==> src/hdl/ble_ad_uuid128_matcher_macros.svh <==
// Assertion macros for the advertising-data UUID matcher.
`ifndef BLE_AD_UUID128_MATCHER_MACROS_SVH
`define BLE_AD_UUID128_MATCHER_MACROS_SVH

// Same-cycle implication, checked at every rising edge out of reset
`define BLEUUID_ASSERT_NOW(label, clk, rst, ante, cons, msg) \
  label: assert property (@(posedge clk) disable iff (rst) (ante) |-> (cons)) \
    else $error(msg);

// Next-cycle implication, checked at every rising edge out of reset
`define BLEUUID_ASSERT_NEXT(label, clk, rst, ante, cons, msg) \
  label: assert property (@(posedge clk) disable iff (rst) (ante) |=> (cons)) \
    else $error(msg);

`endif

==> src/hdl/bleuuid_pkg.sv <==
// Shared types and constants of the advertising-data UUID matcher.
package bleuuid_pkg;

  localparam int unsigned UUID_LEN  = 16;
  localparam int unsigned CFG_WIDTH = 64;

  // AD structure types that carry 128-bit service UUID lists
  localparam logic [7:0] AD_TYPE_UUID128_PARTIAL  = 8'h06;
  localparam logic [7:0] AD_TYPE_UUID128_COMPLETE = 8'h07;

  // Smallest length field that holds a type byte plus a whole UUID
  localparam logic [7:0] MIN_UUID_FIELD_LEN = 8'd17;

  // Parse positions inside one AD structure
  localparam logic [7:0] POS_LENGTH = 8'd0;
  localparam logic [7:0] POS_TYPE   = 8'd1;
  localparam logic [7:0] POS_VALUE0 = 8'd2;

  // Configuration register indexes
  localparam logic CFG_UUID_LOW  = 1'b0;
  localparam logic CFG_UUID_HIGH = 1'b1;

  typedef logic [UUID_LEN-1:0][7:0] uuid_t;

  // Parser status toward the result stage
  typedef struct packed {
    logic found;     // match flag including the current word
    logic at_start;  // parser sits at a packet start
  } parse_stat_t;

endpackage

==> src/hdl/bleuuid_if.sv <==
// Stream interfaces for payload bytes and match results.
interface bleuuid_in_if;
  logic       valid;
  logic       ready;
  logic [7:0] data_byte;
  logic       last_byte;

  modport source (output valid, output data_byte, output last_byte, input ready);
  modport sink   (input valid, input data_byte, input last_byte, output ready);
endinterface

interface bleuuid_out_if;
  logic valid;
  logic ready;
  logic service_found;

  modport source (output valid, output service_found, input ready);
  modport sink   (input valid, input service_found, output ready);
endinterface

==> src/hdl/ble_ad_uuid128_matcher.sv <==
// Top level of the advertising-data 128-bit service UUID matcher.
// Throughput: one payload byte accepted per cycle, except while a held result is stalled by the sink.
// The result word is registered and becomes valid in the cycle after the last byte is accepted.
// Input ready drops only while a result is held and the sink stalls.
// Reset (rst, synchronous): parser at a length byte, UUID registers zero,
// no result pending.
`include "ble_ad_uuid128_matcher_macros.svh"

module ble_ad_uuid128_matcher (
  input  logic                              clk,
  input  logic                              rst,
  input  logic                              cfg_we,
  input  logic                              cfg_index,
  input  logic [bleuuid_pkg::CFG_WIDTH-1:0] cfg_data,
  bleuuid_in_if.sink                        pkt_in,
  bleuuid_out_if.source                     res_out
);

  bleuuid_pkg::parse_stat_t stat;
  logic free;
  logic accept;
  logic load;

  assign pkt_in.ready = free;
  assign accept       = pkt_in.valid && free;
  assign load         = accept && pkt_in.last_byte;

  bleuuid_parser u_parser (
    .clk       (clk),
    .rst       (rst),
    .cfg_we    (cfg_we),
    .cfg_index (cfg_index),
    .cfg_data  (cfg_data),
    .accept    (accept),
    .data_byte (pkt_in.data_byte),
    .last_byte (pkt_in.last_byte),
    .stat      (stat)
  );

  bleuuid_out_stage u_out (
    .clk   (clk),
    .rst   (rst),
    .load  (load),
    .stat  (stat),
    .free  (free),
    .res   (res_out)
  );

  // Checks
  `BLEUUID_ASSERT_NEXT(a_last_gives_result, clk, rst, load, res_out.valid, "no result after last byte")
  `BLEUUID_ASSERT_NEXT(a_last_clears_parser, clk, rst, load, stat.at_start, "parser not cleared at packet end")
  `BLEUUID_ASSERT_NOW(a_result_from_last, clk, rst, $rose(res_out.valid), $past(load), "result without last byte")
  `BLEUUID_ASSERT_NOW(a_ready_when_empty, clk, rst, !res_out.valid, pkt_in.ready, "input stalled with empty result stage")

endmodule

==> src/hdl/bleuuid_parser.sv <==
// AD structure walker with UUID compare and configuration registers.
module bleuuid_parser (
  input  logic                              clk,
  input  logic                              rst,
  input  logic                              cfg_we,
  input  logic                              cfg_index,
  input  logic [bleuuid_pkg::CFG_WIDTH-1:0] cfg_data,
  input  logic                              accept,
  input  logic [7:0]                        data_byte,
  input  logic                              last_byte,
  output bleuuid_pkg::parse_stat_t          stat
);

  bleuuid_pkg::uuid_t uuid;
  logic [7:0] field_position, field_position_next;
  logic [7:0] field_length, field_length_next;
  logic       field_is_uuid_list, field_is_uuid_list_next;
  logic       uuid_still_matching, uuid_still_matching_next;
  logic       match_seen, match_seen_next;
  logic       is_uuid_type;
  logic [7:0] value_offset;
  logic       found;

  // Configuration registers
  always_ff @(posedge clk) begin
    if (rst) begin
      uuid <= '0;
    end else if (cfg_we) begin
      case (cfg_index)
        bleuuid_pkg::CFG_UUID_LOW:  uuid[7:0]  <= cfg_data;
        bleuuid_pkg::CFG_UUID_HIGH: uuid[15:8] <= cfg_data;
        default: ;
      endcase
    end
  end

  assign is_uuid_type = (data_byte == bleuuid_pkg::AD_TYPE_UUID128_PARTIAL) ||
                        (data_byte == bleuuid_pkg::AD_TYPE_UUID128_COMPLETE);
  assign value_offset = field_position - bleuuid_pkg::POS_VALUE0;

  // Next parse state for one accepted word
  always_comb begin
    field_position_next      = field_position;
    field_length_next        = field_length;
    field_is_uuid_list_next  = field_is_uuid_list;
    uuid_still_matching_next = uuid_still_matching;
    match_seen_next          = match_seen;
    found                    = match_seen;
    if (accept) begin
      if (field_position == bleuuid_pkg::POS_LENGTH) begin
        field_length_next   = data_byte;
        field_position_next = (data_byte == 8'd0) ? bleuuid_pkg::POS_LENGTH
                                                  : bleuuid_pkg::POS_TYPE;
      end else if (field_position == bleuuid_pkg::POS_TYPE) begin
        field_is_uuid_list_next  = is_uuid_type &&
                                   (field_length >= bleuuid_pkg::MIN_UUID_FIELD_LEN);
        uuid_still_matching_next = field_is_uuid_list_next;
        field_position_next      = (field_length <= 8'd1) ? bleuuid_pkg::POS_LENGTH
                                                          : bleuuid_pkg::POS_VALUE0;
      end else begin
        // Compare the first 16 value bytes against the UUID
        if (value_offset[7:4] == 4'd0 && field_is_uuid_list && uuid_still_matching) begin
          if (data_byte != uuid[value_offset[3:0]]) begin
            uuid_still_matching_next = 1'b0;
          end else if (value_offset[3:0] == 4'(bleuuid_pkg::UUID_LEN - 1)) begin
            match_seen_next = 1'b1;
          end
        end
        field_position_next = (field_position >= field_length) ? bleuuid_pkg::POS_LENGTH
                                                               : field_position + 8'd1;
      end
      found = match_seen_next;
      // Packet end clears the parse state
      if (last_byte) begin
        field_position_next      = bleuuid_pkg::POS_LENGTH;
        field_length_next        = 8'd0;
        field_is_uuid_list_next  = 1'b0;
        uuid_still_matching_next = 1'b0;
        match_seen_next          = 1'b0;
      end
    end
  end

  always_ff @(posedge clk) begin
    if (rst) begin
      field_position      <= bleuuid_pkg::POS_LENGTH;
      field_length        <= 8'd0;
      field_is_uuid_list  <= 1'b0;
      uuid_still_matching <= 1'b0;
      match_seen          <= 1'b0;
    end else begin
      field_position      <= field_position_next;
      field_length        <= field_length_next;
      field_is_uuid_list  <= field_is_uuid_list_next;
      uuid_still_matching <= uuid_still_matching_next;
      match_seen          <= match_seen_next;
    end
  end

  assign stat.found    = found;
  assign stat.at_start = (field_position == bleuuid_pkg::POS_LENGTH) && !match_seen &&
                         (field_length == 8'd0);

endmodule

==> src/hdl/bleuuid_out_stage.sv <==
// Result register: holds one match word until the sink takes it.
module bleuuid_out_stage (
  input  logic                     clk,
  input  logic                     rst,
  input  logic                     load,
  input  bleuuid_pkg::parse_stat_t stat,
  output logic                     free,
  bleuuid_out_if.source            res
);

  logic valid, valid_next;
  logic service_found;

  assign free       = !valid || res.ready;
  assign valid_next = load ? 1'b1 : (res.ready ? 1'b0 : valid);

  always_ff @(posedge clk) begin
    if (rst) begin
      valid <= 1'b0;
    end else begin
      valid <= valid_next;
    end
  end

  // Payload needs no reset
  always_ff @(posedge clk) begin
    if (load) begin
      service_found <= stat.found;
    end
  end

  assign res.valid         = valid;
  assign res.service_found = service_found;

endmodule
==> src/flat_wrapper.sv <==
// flat-port wrapper written by rule: the top's interface ports become plain ports
module ble_ad_uuid128_matcher_flat 
  (clk, rst, cfg_we, cfg_index, cfg_data, pkt_in_valid, pkt_in_data_byte, pkt_in_last_byte, pkt_in_ready, res_out_valid, res_out_service_found, res_out_ready);
  bleuuid_in_if pkt_in_i ();
  bleuuid_out_if res_out_i ();
  input  logic clk;
  input  logic rst;
  input  logic cfg_we;
  input  logic cfg_index;
  input  logic [bleuuid_pkg::CFG_WIDTH-1:0] cfg_data;
  input wire logic [$bits(pkt_in_i.valid)-1:0] pkt_in_valid;
  input wire logic [$bits(pkt_in_i.data_byte)-1:0] pkt_in_data_byte;
  input wire logic [$bits(pkt_in_i.last_byte)-1:0] pkt_in_last_byte;
  output wire logic [$bits(pkt_in_i.ready)-1:0] pkt_in_ready;
  output wire logic [$bits(res_out_i.valid)-1:0] res_out_valid;
  output wire logic [$bits(res_out_i.service_found)-1:0] res_out_service_found;
  input wire logic [$bits(res_out_i.ready)-1:0] res_out_ready;
  assign pkt_in_i.valid = pkt_in_valid;
  assign pkt_in_i.data_byte = pkt_in_data_byte;
  assign pkt_in_i.last_byte = pkt_in_last_byte;
  assign pkt_in_ready = pkt_in_i.ready;
  assign res_out_valid = res_out_i.valid;
  assign res_out_service_found = res_out_i.service_found;
  assign res_out_i.ready = res_out_ready;
  ble_ad_uuid128_matcher u_core (.clk(clk), .rst(rst), .cfg_we(cfg_we), .cfg_index(cfg_index), .cfg_data(cfg_data), .pkt_in(pkt_in_i), .res_out(res_out_i));
endmodule
==> config.mk <==
export PLATFORM = sky130hd
export DESIGN_NAME = ble_ad_uuid128_matcher_flat
export DESIGN_NICKNAME = d
export VERILOG_FILES = /design/src/hdl/bleuuid_pkg.sv /design/src/hdl/bleuuid_if.sv /design/src/hdl/ble_ad_uuid128_matcher.sv /design/src/hdl/bleuuid_parser.sv /design/src/hdl/bleuuid_out_stage.sv /design/src/flat_wrapper.sv
export VERILOG_INCLUDE_DIRS = /design/src /design/src/hdl
export SDC_FILE = /design/constraint.sdc
export NUM_CORES = 1
export LEC_CHECK = 0
export BUFFER_PORTS_ARGS = -buffer_cell sky130_fd_sc_hd__clkbuf_2
export CORE_ASPECT_RATIO = 0.7
export CORE_MARGIN = 3
export CORE_UTILIZATION = 45
export DETAILED_ROUTE_END_ITERATION = 7
export PLACE_DENSITY = 0.71
export SETUP_SLACK_MARGIN = 0.4
export SYNTH_ARGS = -nofsm -noshare
export SYNTH_HDL_FRONTEND = slang
export SYNTH_SLANG_ARGS = --single-unit
==> constraint.sdc <==
create_clock -name clk -period 3.5 [get_ports clk]
set_input_delay 0.525 -clock clk [delete_from_list [all_inputs] [get_ports clk]]
set_output_delay 0.525 -clock clk [all_outputs]
set_load 0.02 [all_outputs]
==> qor.csv <==
metric;value;unit
status;finished clean;
fin. max-slew vios;0;
DRC;0;
vias post-DR;5998;
IO Pins;82;
clock network power share;47.2;%
max_cap viols;0;
Post-Syn Nets;894;
vias in the first global route;5604;
Crit path top cell by count;a21o_1;
CP max FO;16;
Crit path largest cell delay;0.50;ns
min-delay src;cfg_data[59];
worst path bufs/invs;1;
largest net degree at the start of global routing;82;
Inserted Clock Buffers;17;
Setup-failing EPs final;0;
utilization after layout;55.6;%
most frequent cell after synthesis;nand2_1;
DR iter-0 viols;523;
IR drop worst, VDD;0.233;mV
Final Worst Setup Slack;0.780;ns
Detailed Place HPWL;12.4;mm
CP Data Required Time;3.82;ns
number of flops mapped to enable cells by yosys;1;
Psw;1.10;mW
Initial Util;47.3;%
grt peak-use layer;met1;
Synth top area share;43.7;%
Via density;5.66;
combinational power share;10.3;%
Setup CP Type;reg2reg;
worst setup path start;u_core.u_parser.field_position[1];
die area;16600;um^2
CTS tree;built;
antenna violations before repair;0;
leakage power;3.04;nW
Synth Register Bits;149;
Final Hold Fails;0;
Cell Chain, Critical Path;buf_4, ha_1, a21o_1, a21o_1, a21o_1, a211oi_1, o21ai_1, a211oi_1;
total setup buffers inserted after CTS;0;
Period minus WS final;2.72;ns
Hold-fix buffers, CTS;0;
Register-to-Register Path Depth;8;
GRT Overall Usage;22.6;%
worst rel slew slack;40.0;%
Yosys warnings;0;
Post-synth top cells;264 x nand2_1, 148 x dfxtp_1, 133 x a21oi_1;
Hold Path Depth;3;
internal power;3.18;mW
Resize count post-CTS;0;
CTS H-tree lvls;4;
Hold WC Path Type;in2reg;
core box area;14300;um^2
routing usage on met2;31.5;%
Reg clk slew, reported paths;0.06;ns
Setup WS pre-CTS;0.640;ns
Antenna Diode Count;0;
power density over the cells;539;nW/um^2
hold endpoint;u_core.u_parser.uuid[123];
Pre-antenna DRT Iters;5;
M1 GR Usage;34.7;%
synthesized area;6780;um^2
Synth area leaders;dfxtp_1 44%, nand2_1 15%, a21oi_1 9.8%, mux4_2 7.0%, mux4_1 4.3%;
syn_area_per_cell;8.46;um^2
met3 GRT Util;5.79;%
Slew @ Worst Pin;0.897;ns
area grow syn2layout;17.3;%
Clock Path Buffers;2;
Routed Wire Length;18.4;mm
type of origin of the critical path;flop;
Post-synth ARST share;0;%
reg-to-reg slack, setup;0.78;ns
FMAX;368;MHz
width of the die;153;um
# clock sinks;149;
Buffers on Ports;81;
Reg-to-Reg Start;u_core.u_parser.field_position[1];
routability cong.;0.870;
Seq/Total Area, Yosys;44.1;%
crit end category;flop;
placed cell count;1028;
Main synth FF type;dfxtp_1;
layout cell share with drive strength beyond 1;18.2;%
share of power burned in registers;42.4;%
crit path DAT;3.04;ns
slowest CP cell;dfxtp_4;
Die Y;109;um
clock root cell;clkbuf_16;
Non-Filler Instances;1060;
crit-path leading delay family;compound AO/OA/AOI/OAI gates;
Clock Skew;0.00722;ns
final worst-path cycle share;77.7;%
first-pass GRT wire length;30.0;mm
Worst R2R End;u_core.u_parser.field_position[7];
row cnt;36;
clock latency on the worst-skew pair;0.42;ns
Mapped Cells;802;
RSZ-0062 raised after global routing;no;
Synth cell types;48;
post-route ant nets;0;
gr ovfl total;0;
Post-layout nets;949;
switching share of power;25.7;%
setup TNS;0;ns
Yosys top cell by area;dfxtp_1;
wire per inst;17.3;um
number of fillers in the final layout;1329;
==> cell type report <==
class | instances | area, um^2 | area share [%]
multi-input cells | 581 | 3500 | 44.0
flip-flops and latches | 149 | 3000 | 37.7
repair buffers | 95 | 526 | 6.60
clock buffers | 18 | 439 | 5.52
well taps | 190 | 238 | 2.99
clock inverters | 14 | 211 | 2.66
inverters | 13 | 48.8 | 0.613
==> how the worst max path moves through the flow <==
stage / end / slack [ns] / depth (start not counted)
after CTS: u_core.u_parser.field_position[7] / 0.62 / 8
after detailed placement: u_core.u_parser.field_position[7] / 0.64 / 8
after global routing: u_core.u_parser.field_position[7] / 0.54 / 8
final: u_core.u_parser.field_position[7] / 0.78 / 8
after floorplan: u_core.u_parser.uuid_still_matching / 0.67 / 13
after global placement: u_core.u_parser.field_position[6] / 0.74 / 8
==> worst register-to-register path, stage by stage, from the launching register on <==
cell	delay [ns]
dfxtp_4	0.50
buf_4	0.34
ha_1	0.29
a21o_1	0.16
a21o_1	0.17
a21o_1	0.17
a211oi_1	0.37
o21ai_1	0.27
a211oi_1	0.35
==> power groups by stage <==
stage / sequential [mW] / combinational, mW / clock [mW]
final: 1.82 / 0.442 / 2.02
after global routing: 1.82 / 0.489 / 2.13
after CTS: 1.82 / 0.441 / 2.05
after detailed placement: 1.85 / 0.436 / 0
after global placement: 1.85 / 0.432 / 0
after floorplan: 1.83 / 0.296 / 0
==> cell families (layout without fill, tap and decap cells) <==
kind of cell	count (synthesis)	after routing	share of synthesized area (%)
AO/OA/AOI/OAI	171	171	14.0
adder cells (fa/ha/maj)	13	13	2.40
multiplexers	32	32	11.2
AND/OR/NAND/NOR	349	349	21.6
buffers and inverters	72	140	4.48
flip-flops	149	149	44.1
XOR/XNOR	16	16	2.07
==> placed cells by master, fill, tap and decap left out, types with 2 or more instances in the layout <==
master / instances
a22oi_1: 8
nand3_1: 35
or4_1: 3
mux4_1: 11
nand2_1: 263
o21ai_1: 2
clkbuf_16: 17
a21oi_1: 133
o21a_1: 2
a21o_1: 3
bufinv_16: 4
xnor2_1: 5
a221oi_1: 2
nand2b_1: 3
nand4_1: 10
and3_1: 2
clkbuf_2: 80
mux4_2: 21
o21ai_0: 3
buf_4: 14
nor2_1: 15
ha_1: 13
xor2_1: 11
a211oi_1: 7
inv_8: 2
nor3_1: 5
inv_1: 12
o211ai_1: 4
dfxtp_1: 147
inv_6: 7
==> layer usage <==
| layer | routed length (um) | vias up |
|---|---|---|
| li1 | - | 2887 |
| met1 | 8950 | 2839 |
| met2 | 7580 | 253 |
| met3 | 1640 | 19 |
| met4 | 208 | 0 |
| met5 | 0 | - |
==> registers in the layout (all words and copies together) (netlist names) <==
name,flops
u_core.u_parser.match_seen,1
u_core.u_out.res.service_found,1
u_core.u_parser.field_position,8
u_core.u_parser.uuid,128
u_core.u_out.res.valid,1
u_core.u_parser.field_is_uuid_list,1
u_core.u_parser.field_length,8
u_core.u_parser.uuid_still_matching,1
==> through the flow <==
step	total power [mW]	area [um^2]	hold slack [ns]
final	4.29	7960	0.331
after global routing	4.44	7960	0.325
after CTS	4.30	7960	0.320
after detailed placement	2.29	7300	0.442
after global placement	2.29	7300	0.437
after floorplan	2.13	6780	0.432
Power figures use the tool's default switching activity.
